## src/rtl/lppd_pkg.sv

```systemverilog
// Shared types and constants for the length-prefixed path deframer.
// Used by every rtl module of the block; depends on nothing.
`default_nettype none

package lppd_pkg;

    localparam int NUM_LEVELS     = 9;
    localparam int PRIMARY_LEVELS = 5;
    localparam int LEN_BITS       = 16;

    localparam int LEVEL_W = 4;
    localparam int CNT_W   = $clog2(NUM_LEVELS + 1);
    localparam int QDEPTH  = 4;
    localparam int QPTR_W  = $clog2(QDEPTH);
    localparam int QCNT_W  = $clog2(QDEPTH + 1);

    localparam logic [7:0] SEP_LEVEL  = 8'h2c; // ','
    localparam logic [7:0] SEP_LENGTH = 8'h3a; // ':'
    localparam logic [7:0] DIGIT_LO   = 8'h30; // '0'
    localparam logic [7:0] DIGIT_HI   = 8'h39; // '9'

    typedef enum logic [1:0] {
        KIND_VALUE  = 2'd0,
        KIND_MARK   = 2'd1,
        KIND_STATUS = 2'd2
    } t_kind;

    // One queue entry: the result(s) caused by a single input beat.
    typedef struct packed {
        logic               has_res;
        t_kind              kind;
        logic [LEVEL_W-1:0] level;
        logic [7:0]         data;
        logic               value_end;
        logic               has_stat;
        logic               ok;
    } t_cmd;

endpackage

`default_nettype wire

```

## src/rtl/lppd_front.sv

```systemverilog
// Front end: parses path beats and builds at most one queue entry per beat.
// Depends on lppd_pkg.
`default_nettype none

module lppd_front (
    input  wire logic                 i_clk,
    input  wire logic                 i_rst_n,
    input  wire logic                 i_accept,
    input  wire logic [7:0]           i_path_byte,
    input  wire logic                 i_end_of_path,
    output logic                      o_push,
    output lppd_pkg::t_cmd            o_cmd
);
    import lppd_pkg::*;

    typedef enum logic [4:0] {
        PH_LEVEL  = 5'b00001,
        PH_LENGTH = 5'b00010,
        PH_VALUE  = 5'b00100,
        PH_LIMIT  = 5'b01000,
        PH_FAIL   = 5'b10000
    } t_phase;

    t_phase                 r_phase,  n_phase;
    logic [LEVEL_W-1:0]     r_level,  n_level;
    logic [LEN_BITS-1:0]    r_len,    n_len;
    logic [LEN_BITS-1:0]    r_left,   n_left;
    logic [NUM_LEVELS-1:0]  r_seen,   n_seen;
    logic [CNT_W-1:0]       r_count,  n_count;
    logic                   r_digits, n_digits;

    logic                   digit;
    logic [3:0]             dval;
    logic [7:0]             lvl_sum;
    logic [LEN_BITS+3:0]    len_sum;
    logic [NUM_LEVELS-1:0]  lvl_onehot;
    logic [CNT_W-1:0]       count_inc;
    t_cmd                   cmd;

    assign digit      = (i_path_byte >= DIGIT_LO) && (i_path_byte <= DIGIT_HI);
    assign dval       = digit ? 4'(i_path_byte - DIGIT_LO) : 4'd0;
    assign lvl_sum    = ({4'd0, r_level} << 3) + ({4'd0, r_level} << 1) + {4'd0, dval};
    assign len_sum    = ({4'd0, r_len} << 3) + ({4'd0, r_len} << 1)
                      + {{LEN_BITS{1'b0}}, dval};
    assign lvl_onehot = NUM_LEVELS'(1) << r_level;
    assign count_inc  = r_count + CNT_W'(1);

    always_comb begin
        n_phase  = r_phase;
        n_level  = r_level;
        n_len    = r_len;
        n_left   = r_left;
        n_seen   = r_seen;
        n_count  = r_count;
        n_digits = r_digits;

        cmd           = '0;
        cmd.kind      = KIND_VALUE;
        cmd.level     = r_level;

        case (r_phase)
            PH_LEVEL: begin
                if (digit) begin
                    if (lvl_sum >= 8'(NUM_LEVELS)) begin
                        n_phase = PH_FAIL;
                    end else begin
                        n_level  = lvl_sum[LEVEL_W-1:0];
                        n_digits = 1'b1;
                    end
                end else if (i_path_byte == SEP_LEVEL && r_digits
                             && !(|(r_seen & lvl_onehot))) begin
                    n_seen   = r_seen | lvl_onehot;
                    n_digits = 1'b0;
                    n_len    = '0;
                    n_phase  = PH_LENGTH;
                end else begin
                    n_phase = PH_FAIL;
                end
            end
            PH_LENGTH: begin
                if (digit) begin
                    if (|len_sum[LEN_BITS+3:LEN_BITS]) begin
                        n_phase = PH_FAIL;
                    end else begin
                        n_len    = len_sum[LEN_BITS-1:0];
                        n_digits = 1'b1;
                    end
                end else if (i_path_byte == SEP_LENGTH && r_digits) begin
                    if (r_len == '0) begin
                        if (r_level >= LEVEL_W'(PRIMARY_LEVELS)) begin
                            n_phase = PH_FAIL;
                        end else begin
                            // empty primary component: marker, then close it
                            cmd.has_res = 1'b1;
                            cmd.kind    = KIND_MARK;
                            n_count     = count_inc;
                            n_level     = '0;
                            n_len       = '0;
                            n_digits    = 1'b0;
                            n_phase     = (count_inc >= CNT_W'(NUM_LEVELS)) ? PH_LIMIT
                                                                             : PH_LEVEL;
                        end
                    end else begin
                        n_left  = r_len;
                        n_phase = PH_VALUE;
                    end
                end else begin
                    n_phase = PH_FAIL;
                end
            end
            PH_VALUE: begin
                cmd.has_res   = 1'b1;
                cmd.data      = i_path_byte;
                cmd.value_end = (r_left == LEN_BITS'(1));
                n_left        = r_left - LEN_BITS'(1);
                if (r_left == LEN_BITS'(1)) begin
                    n_count  = count_inc;
                    n_level  = '0;
                    n_len    = '0;
                    n_digits = 1'b0;
                    n_phase  = (count_inc >= CNT_W'(NUM_LEVELS)) ? PH_LIMIT : PH_LEVEL;
                end
            end
            PH_LIMIT: begin
                n_phase = PH_FAIL;
            end
            PH_FAIL: begin
                n_phase = PH_FAIL;
            end
            default: begin
                n_phase = PH_FAIL;
            end
        endcase

        if (i_end_of_path) begin
            cmd.has_stat = 1'b1;
            cmd.ok       = (n_phase == PH_LEVEL && !n_digits && n_count != '0)
                         || n_phase == PH_LIMIT;
            // start afresh for the next path
            n_phase  = PH_LEVEL;
            n_level  = '0;
            n_len    = '0;
            n_left   = '0;
            n_seen   = '0;
            n_count  = '0;
            n_digits = 1'b0;
        end
    end

    always_ff @(posedge i_clk) begin
        if (!i_rst_n) begin
            r_phase  <= PH_LEVEL;
            r_level  <= '0;
            r_len    <= '0;
            r_left   <= '0;
            r_seen   <= '0;
            r_count  <= '0;
            r_digits <= 1'b0;
        end else if (i_accept) begin
            r_phase  <= n_phase;
            r_level  <= n_level;
            r_len    <= n_len;
            r_left   <= n_left;
            r_seen   <= n_seen;
            r_count  <= n_count;
            r_digits <= n_digits;
        end
    end

    assign o_push = i_accept && (cmd.has_res || cmd.has_stat);
    assign o_cmd  = cmd;

endmodule

`default_nettype wire

```

## src/rtl/lppd_queue.sv

```systemverilog
// Short register queue between the parser and the result emitter.
// Depends on lppd_pkg.
`default_nettype none

module lppd_queue (
    input  wire logic      i_clk,
    input  wire logic      i_rst_n,
    input  wire logic      i_push,
    input  wire lppd_pkg::t_cmd i_cmd,
    input  wire logic      i_pop,
    output logic           o_full,
    output logic           o_valid,
    output lppd_pkg::t_cmd o_cmd
);
    import lppd_pkg::*;

    t_cmd              r_mem [QDEPTH];
    logic [QPTR_W-1:0] r_wr, n_wr;
    logic [QPTR_W-1:0] r_rd, n_rd;
    logic [QCNT_W-1:0] r_cnt, n_cnt;
    logic              do_pop;

    assign do_pop = i_pop && (r_cnt != '0);

    always_comb begin
        n_wr  = i_push ? QPTR_W'(r_wr + QPTR_W'(1)) : r_wr;
        n_rd  = do_pop ? QPTR_W'(r_rd + QPTR_W'(1)) : r_rd;
        n_cnt = r_cnt;
        if (i_push && !do_pop) begin
            n_cnt = r_cnt + QCNT_W'(1);
        end else if (do_pop && !i_push) begin
            n_cnt = r_cnt - QCNT_W'(1);
        end
    end

    always_ff @(posedge i_clk) begin
        if (!i_rst_n) begin
            r_wr  <= '0;
            r_rd  <= '0;
            r_cnt <= '0;
        end else begin
            r_wr  <= n_wr;
            r_rd  <= n_rd;
            r_cnt <= n_cnt;
        end
    end

    always_ff @(posedge i_clk) begin
        if (i_push) begin
            r_mem[r_wr] <= i_cmd;
        end
    end

    assign o_full  = (r_cnt == QCNT_W'(QDEPTH));
    assign o_valid = (r_cnt != '0);
    assign o_cmd   = r_mem[r_rd];

endmodule

`default_nettype wire

```

## src/rtl/lppd_back.sv

```systemverilog
// Back end: unpacks queue entries into result beats on a registered output.
// Depends on lppd_pkg.
`default_nettype none

module lppd_back (
    input  wire logic       i_clk,
    input  wire logic       i_rst_n,
    input  wire logic       i_q_valid,
    input  wire lppd_pkg::t_cmd i_q_cmd,
    output logic            o_pop,
    input  wire logic       i_stall,
    output logic            o_valid,
    output logic [1:0]      o_kind,
    output logic [3:0]      o_level,
    output logic [7:0]      o_data,
    output logic            o_value_end,
    output logic            o_ok,
    output logic            o_last
);
    import lppd_pkg::*;

    logic               r_valid;
    logic               r_half, n_half;
    t_kind              r_kind, n_kind;
    logic [LEVEL_W-1:0] r_level, n_level;
    logic [7:0]         r_data, n_data;
    logic               r_vend, n_vend;
    logic               r_ok, n_ok;
    logic               r_last, n_last;
    logic               load;
    logic               take_res;

    assign load     = i_q_valid && (!r_valid || !i_stall);
    // r_half: the primary result of the head entry has gone, its status remains
    assign take_res = i_q_cmd.has_res && !r_half;

    always_comb begin
        n_half  = r_half;
        n_kind  = r_kind;
        n_level = r_level;
        n_data  = r_data;
        n_vend  = r_vend;
        n_ok    = r_ok;
        n_last  = r_last;
        o_pop   = 1'b0;
        if (load) begin
            if (take_res) begin
                n_kind  = i_q_cmd.kind;
                n_level = i_q_cmd.level;
                n_data  = i_q_cmd.data;
                n_vend  = i_q_cmd.value_end;
                n_ok    = 1'b0;
                n_last  = 1'b0;
                n_half  = i_q_cmd.has_stat;
                o_pop   = !i_q_cmd.has_stat;
            end else begin
                n_kind  = KIND_STATUS;
                n_level = '0;
                n_data  = '0;
                n_vend  = 1'b0;
                n_ok    = i_q_cmd.ok;
                n_last  = 1'b1;
                n_half  = 1'b0;
                o_pop   = 1'b1;
            end
        end
    end

    always_ff @(posedge i_clk) begin
        if (!i_rst_n) begin
            r_valid <= 1'b0;
            r_half  <= 1'b0;
        end else begin
            if (load) begin
                r_valid <= 1'b1;
            end else if (!i_stall) begin
                r_valid <= 1'b0;
            end
            r_half <= n_half;
        end
    end

    always_ff @(posedge i_clk) begin
        r_kind  <= n_kind;
        r_level <= n_level;
        r_data  <= n_data;
        r_vend  <= n_vend;
        r_ok    <= n_ok;
        r_last  <= n_last;
    end

    assign o_valid     = r_valid;
    assign o_kind      = r_kind;
    assign o_level     = r_level;
    assign o_data      = r_data;
    assign o_value_end = r_vend;
    assign o_ok        = r_ok;
    assign o_last      = r_last;

endmodule

`default_nettype wire

```

## src/rtl/length_prefixed_path_deframer.sv

```systemverilog
// Length-prefixed path deframer, top level: parser, four-entry queue, emitter.
// Each result is queued as its byte is taken, then moved to the output register.
// Throughput: one path byte per cycle while the queue is not full; a final byte
// that carries a value byte or a marker yields two results, sent as two beats.
// Synchronous active-low reset: parser expects level digits, queue and output empty.
// Depends on lppd_pkg, lppd_front, lppd_queue and lppd_back.
`default_nettype none

module length_prefixed_path_deframer (
    input  wire logic       i_clk,
    input  wire logic       i_rst_n,
    input  wire logic       i_valid,
    output logic            o_stall,
    input  wire logic [7:0] i_path_byte,
    input  wire logic       i_end_of_path,
    output logic            o_valid,
    input  wire logic       i_stall,
    output logic [1:0]      o_kind,
    output logic [3:0]      o_level,
    output logic [7:0]      o_data,
    output logic            o_value_end,
    output logic            o_ok,
    output logic            o_last
);
    import lppd_pkg::*;

    logic accept;
    logic push;
    logic pop;
    logic q_full;
    logic q_valid;
    t_cmd push_cmd;
    t_cmd head_cmd;

    assign o_stall = q_full;
    assign accept  = i_valid && !q_full;

    lppd_front u_front (
        .i_clk         (i_clk),
        .i_rst_n       (i_rst_n),
        .i_accept      (accept),
        .i_path_byte   (i_path_byte),
        .i_end_of_path (i_end_of_path),
        .o_push        (push),
        .o_cmd         (push_cmd)
    );

    lppd_queue u_queue (
        .i_clk   (i_clk),
        .i_rst_n (i_rst_n),
        .i_push  (push),
        .i_cmd   (push_cmd),
        .i_pop   (pop),
        .o_full  (q_full),
        .o_valid (q_valid),
        .o_cmd   (head_cmd)
    );

    lppd_back u_back (
        .i_clk       (i_clk),
        .i_rst_n     (i_rst_n),
        .i_q_valid   (q_valid),
        .i_q_cmd     (head_cmd),
        .o_pop       (pop),
        .i_stall     (i_stall),
        .o_valid     (o_valid),
        .o_kind      (o_kind),
        .o_level     (o_level),
        .o_data      (o_data),
        .o_value_end (o_value_end),
        .o_ok        (o_ok),
        .o_last      (o_last)
    );

endmodule

`default_nettype wire

```

## config.mk

```make
export PLATFORM = sky130hd
export DESIGN_NAME = length_prefixed_path_deframer
export DESIGN_NICKNAME = d
export VERILOG_FILES = /design/src/rtl/lppd_pkg.sv /design/src/rtl/lppd_front.sv /design/src/rtl/lppd_queue.sv /design/src/rtl/lppd_back.sv /design/src/rtl/length_prefixed_path_deframer.sv
export SDC_FILE = /design/constraint.sdc
export NUM_CORES = 1
export LEC_CHECK = 0
export ABC_AREA = 1
export BUFFER_PORTS_ARGS = -buffer_cell sky130_fd_sc_hd__buf_2
export CORE_MARGIN = 2
export CORE_UTILIZATION = 55
export DETAILED_ROUTE_END_ITERATION = 10
export GPL_TIMING_DRIVEN = 0
export PLACE_DENSITY = 0.77
export REMOVE_ABC_BUFFERS = 1
export SETUP_SLACK_MARGIN = 0.5
export SLEW_MARGIN = 0
export SYNTH_ARGS = -nofsm -noshare
export SYNTH_HDL_FRONTEND = slang
export SYNTH_SLANG_ARGS = --single-unit
```

## constraint.sdc

```tcl
create_clock -name i_clk -period 3.2 [get_ports i_clk]
set_clock_uncertainty 0.15 [all_clocks]
set_input_delay 0.32 -clock i_clk [delete_from_list [all_inputs] [get_ports i_clk]]
set_output_delay 0.32 -clock i_clk [all_outputs]
set_load 0.01 [all_outputs]
```

# After elaboration in Yosys (flattened, before gate mapping)
# Memory sizes are Yosys's and may differ from the RTL's. A register that Yosys moved wholly into a read port is not among the register bits.
# Cells that the tools add are included.
# Widths: inputs -> output; s select.
[op_classes] add_sub_neg=11 order_cmp=5 eq_ne=25 shift=1 muxes=79 bitwise_logic=2 reduce_logical=39
[op_table] cell="$mux 16" n=13
[op_table] cell="$mux 4" n=16
[op_table] cell="$mux 5" n=10
[op_table] cell="$pmux 16 s3" n=1
[op_table] cell="$mux 9" n=5
[op_table] cell="$pmux 16 s2" n=1
[op_table] cell="$add 19x17->20" n=1
[op_table] cell="$add 20x4->20" n=1
[op_table] cell="$mux 1" n=18
[op_table] cell="$mux 3" n=6
[op_table] cell="$reduce_and 9->1" n=2
[op_table] cell="$eq 16x1->1 const B" n=1
[op_table] cell="$eq 8x6->1 const B" n=2
[op_table] cell="$logic_not 16->1" n=1
[op_table] cell="$sub 16x1->16 const B" n=1
[op_table] cell="$ne 3x2->1 const B" n=5
[op_table] cell="$ne 3x3->1 const B" n=5
[op_table] cell="$pmux 5 s3" n=1
[op_table] cell="$logic_and 1x1->1" n=13
[op_table] cell="$pmux 4 s3" n=1
[op_table] cell="$eq 5x1->1 const B" n=2
[op_table] cell="$and 9x9->9" n=1
[op_table] cell="$logic_not 1->1" n=9
[op_table] cell="$or 9x9->9" n=1
[op_table] cell="34 further kinds" n=45
[word_totals] regBits=81 ram_bits=72 inputBits=13 out_inout_bits=19 word_cells=181 mem_count=1
[mem_list] name="u_queue.r_mem" words=4 width=18 rd=1 rd_ports_with_merged_regs=1 wr=1 line="lppd_queue.sv:17" rtl="t_cmd r_mem [QDEPTH];"

# Longest topological paths before layout
[logic_depth] depth_word=19 mapped_depth=25 ltp_nobuf=25

# By module
# A second synthesis with hierarchy kept.
[hier_totals] hier_cells=1085 hier_area_um2=8758.4
[modules_own_cells] module="lppd_front" n_inst=1 cells_per_inst=784 area_per_inst_um2=4830.9 seq_area_each_um2=1101.1
[modules_own_cells] module="lppd_queue" n_inst=1 cells_per_inst=237 area_per_inst_um2=3173.0 seq_area_each_um2=2342.2
[modules_own_cells] module="lppd_back" n_inst=1 cells_per_inst=62 area_per_inst_um2=744.5 seq_area_each_um2=550.5
[modules_own_cells] module="length_prefixed_path_deframer" n_inst=1 cells_per_inst=2 area_per_inst_um2=10.0 seq_area_each_um2=0.0

# Worst setup path after synthesis
# No wires, ideal clock.
[synth_path] path_type="input-to-reg" from="input i_path_byte[7]" to="register u_front.r_len[11]" setup_time_ps=69 t_arrival_ps=3002 t_required_ps=2981 path_slack_ps=-21 stages=21 path_buffers=2 cell_sequence="nor2_2 nand2_2 nor2_4 nand2_1 xor2_1 inv_1 ha_1 fa_1 nand2_1 nand2_1 nand3_1 nand2_1 nand2_1 nand3_1 nand2_1 nand2_1 o21ai_2 buf_4 buf_6 nand3_2 a21oi_2"
[synth_via] elab_chain_cells=8 elab_cells_between_ends=22 classes_between="add/sub: 1; order compare: 2; eq/ne: 8; mux: 5; reduce/logical: 6"
[synth_rtl] element="start: declaration" line="length_prefixed_path_deframer.sv:14" rtl="input wire logic [7:0] i_path_byte,"
[synth_rtl] element="branches (longest 8 deep; another with $add 20x4->20)"
[synth_rtl] element="end signal: assignment" line="lppd_front.sv:162" rtl="r_len <= n_len;"
[synth_rtl] element="end: declaration" line="lppd_front.sv:26" rtl="logic [LEN_BITS-1:0] r_len, n_len;"
# Several ways; the timed one is not identified. The select of a mux whose other input is x is not followed.
# A chain may end at the register's enable or synchronous reset.

==> results.md <==
- Clock root cell: clkbuf_16
- DIE HEIGHT: ~130 um
- TNS Setup: 0 ns
- Placement Rows: 45
- Final hold vios: 0
- Gpl congestion: around 0.93
- Yosys warns: 0
- Post-synth top flop: edfxtp_1
- Cell Count, Final, Fillers Out: between 1,000 and 1,500
- Final Cycle Share: 0.993
- Number of synthesized register bits: 151
- Die area: approximately 17,000 um2
- First-pass GRT wire length: 34,900 um
- Register area share after synthesis: 0.452
- Worst hold path type: in2reg
- Synth area leaders: edfxtp_1, dfxtp_1, nand2_1
- Reg2reg path depth: 15
- Detailed Route Iter0 Violations: roughly 720
- Critical Path Sink: u_queue.r_mem[1][0]
- Worst skew pair latency: ~0.43 ns
- Max Transition Viols Final: 0
- Mapped Area: around 8600 um2
- VDD IR max: approximately 420 uV
- Final WL: about 22,000 um
- Num Clock Sinks: 151
- Startpoint types: primary input
- Final setup viols: 0
- Tightest Pin Transition: 1.37 ns
- Htree depth: 4
- Worst R2R End: u_queue.r_mem[1][0]
- Fin nets: ~1,200
- Clock-pin slew on the worst setup and hold paths: 0.06 ns
- Mapped Cells: 1,080
- Asr flop ratio synth: 0
- CP endpoint kind: flop
- Vias in the first global route: 7,305
- Port Buffers: 31
- GRT Util Overall: 0.268
- Crit-path max FO: 4
- Initial antenna violation count: 0
- Syn avg cell area: approximately 8 um2
- Final ANT Viol Nets: 0
- Crit path DAT: approximately 3.3 ns
- Required time at the worst-slack endpoint: approximately 3.3 ns
- Initial Util: 0.564
- WL/cell: roughly 17 um
- Slew margin rel.: 0.0888
- Num CTS Buffers: 17
- CP startpoint: i_path_byte[7]
- Placed cell areas: 8890 um2
- First-pass iteration count of the detailed router: 6
- Max-cap viol count: 0
- Antenna Cells: 0
- RSZ-0062 raised after global routing: true
- P&R area growth vs syn: 23.2%
- Total Power: ~6.5 mW
- EDFF count, synth: 85
- Placed insts: between 1,000 and 1,500
- Pin count of the biggest net entering global routing: 37
- Outcome: finished clean
- Clk buf depth: 2
- Pwr Density: ~620 nW/um2
- Post-route cell area: roughly 11,000 um2
- Core region area: 15,200 um2
- Leak: about 4.5 nW
- Vias per Instance: roughly 5.8
- Synth top cells by count: nand2_1, nor2_1, inv_1, a21oi_1, edfxtp_1
- Synth area leader: edfxtp_1
- Distinct cells, synth: 48
- Chip Width: about 130 um
- Top-count cell post-synth: nand2_1
- R2r startpoint: u_front.r_level[0]
- Final HPWL DP: 13,200 um
- Final min period: between 3 and 4 ns
- Worst setup path class: in2reg
- FMAX: roughly 310 MHz
- Reg2reg setup slack: around 0.12 ns
- Worst hold margin: just over 0.1 ns
- Hold bufs inserted after CTS: 0
- Drt drc: 0
- IO Pins: 32
- Area share of the largest cell type after synthesis: 0.298
- Vias: 7,859
- Global route total overflow: 0
- CTS tree: yes
- Share of cells above drive strength 1: 0.251
cell type report:
class                   instances  area, um2
clock buffers                  18        429
clock inverters                13        204
fillers                      1094       4640
inverters                     129        504
multi-input cells             772       4670
flip-flops and latches        151       3900
well taps                     188        235
repair buffers                 79        612
repair inverters                1       5.00
worst max-delay path, stage by stage:
cell,delay (ns)
buf_8,0.10
nor2_4,0.18
nand2_2,0.11
nor2_4,0.20
nand2_4,0.10
xor2_1,0.16
inv_1,0.10
ha_4,0.27
inv_2,0.04
fa_2,0.38
nor2_2,0.08
a21boi_1,0.07
nor3_2,0.27
nand2_2,0.13
buf_6,0.14
nor2_4,0.08
a31oi_1,0.06
a21oi_1,0.21
nand2_2,0.09
a21oi_4,0.19
layer usage:
layer / routed length, um / part of all wire / GRT usage / vias up
met5: 0 / 0 / 0 / -
met4: 642 / 0.029 / 0.117 / 0
met3: 1470 / 0.066 / 0.0561 / 58
met2: 11000 / 0.49 / 0.456 / 332
met1: 9150 / 0.41 / 0.330 / 3711
li1: - / - / - / 3758
repair_timing:
action / CTS / global route
gates cloned: 5 / 0
pin swaps: 51 / 47
setup endpoints to repair: 171 / 39
gates resized for setup: 103 / 84
setup buffers: 28 / 15
state kept, by name, indices dropped and copies added (netlist names), 3 cells and up, named ones only:
signal	cells
u_queue.r_cnt	3
u_front.r_len	16
u_front.r_left	16
u_back.o_data	8
u_back.o_level	4
u_front.r_seen	9
u_front.r_level	4
u_queue.r_mem	68
u_front.r_phase	5
u_front.r_count	4
kinds of logic after synthesis:
family	after synthesis	share of synthesized area
simple gates	487	0.241
compound gates	216	0.139
buf+inv	161	0.0756
flops	151	0.452
fa+ha+maj	52	0.0785
xor+xnor	13	0.0133
worst min path at each step:
stage	slack (ns)	end	from	cells after the start
2_1_floorplan	0.27	u_queue.r_mem[0][1]	i_end_of_path	0
3_3_place_gp	0.29	u_front.r_seen[6]	u_front.r_seen[6]	2
3_5_place_dp	0.29	u_front.r_seen[1]	u_front.r_seen[1]	2
4_1_cts	0.11	u_back.o_valid	i_stall	5
5_1_grt	0.13	u_queue.r_mem[0][9]	i_path_byte[6]	3
6_report	0.10	u_back.o_valid	i_stall	5
through the flow:
step                utilization  setup WS, ns
floorplan                     -        -0.615
global placement          0.579         -1.63
CTS                       0.671         0.195
detailed placement        0.585         -1.65
finish                    0.695        0.0230
global route              0.695        -0.135
layout by cell type (no fill, tap or decap), types with 4 or more instances in the layout:
| cell type | n |
|---|---|
| dfxtp_1 | 48 |
| xor2_1 | 9 |
| buf_2 | 29 |
| buf_6 | 11 |
| bufinv_16 | 5 |
| nor2_2 | 17 |
| nor3_1 | 8 |
| ha_4 | 5 |
| a21oi_2 | 16 |
| inv_1 | 111 |
| o21ai_0 | 80 |
| inv_2 | 12 |
| nand2_4 | 13 |
| nand3_1 | 32 |
| buf_4 | 33 |
| o22ai_1 | 4 |
| dfxtp_2 | 15 |
| nand4_1 | 10 |
| nand2_1 | 165 |
| ha_1 | 43 |
| buf_8 | 5 |
| edfxtp_1 | 85 |
| nor2_1 | 156 |
| a21oi_1 | 80 |
| nand3_2 | 25 |
| nand2_2 | 33 |
| clkinvlp_4 | 4 |
| clkbuf_16 | 17 |
| nor2_4 | 9 |
| a211oi_1 | 9 |
where the power goes:
| group | leakage, nW | internal, mW | switching [mW] |
|---|---|---|---|
| sequential | 1.35 | 2.38 | 0.214 |
| clock | 0.301 | 1.38 | 0.778 |
| combinational | 2.86 | 0.624 | 1.16 |
Note: power is estimated with default switching activity, not from simulation.
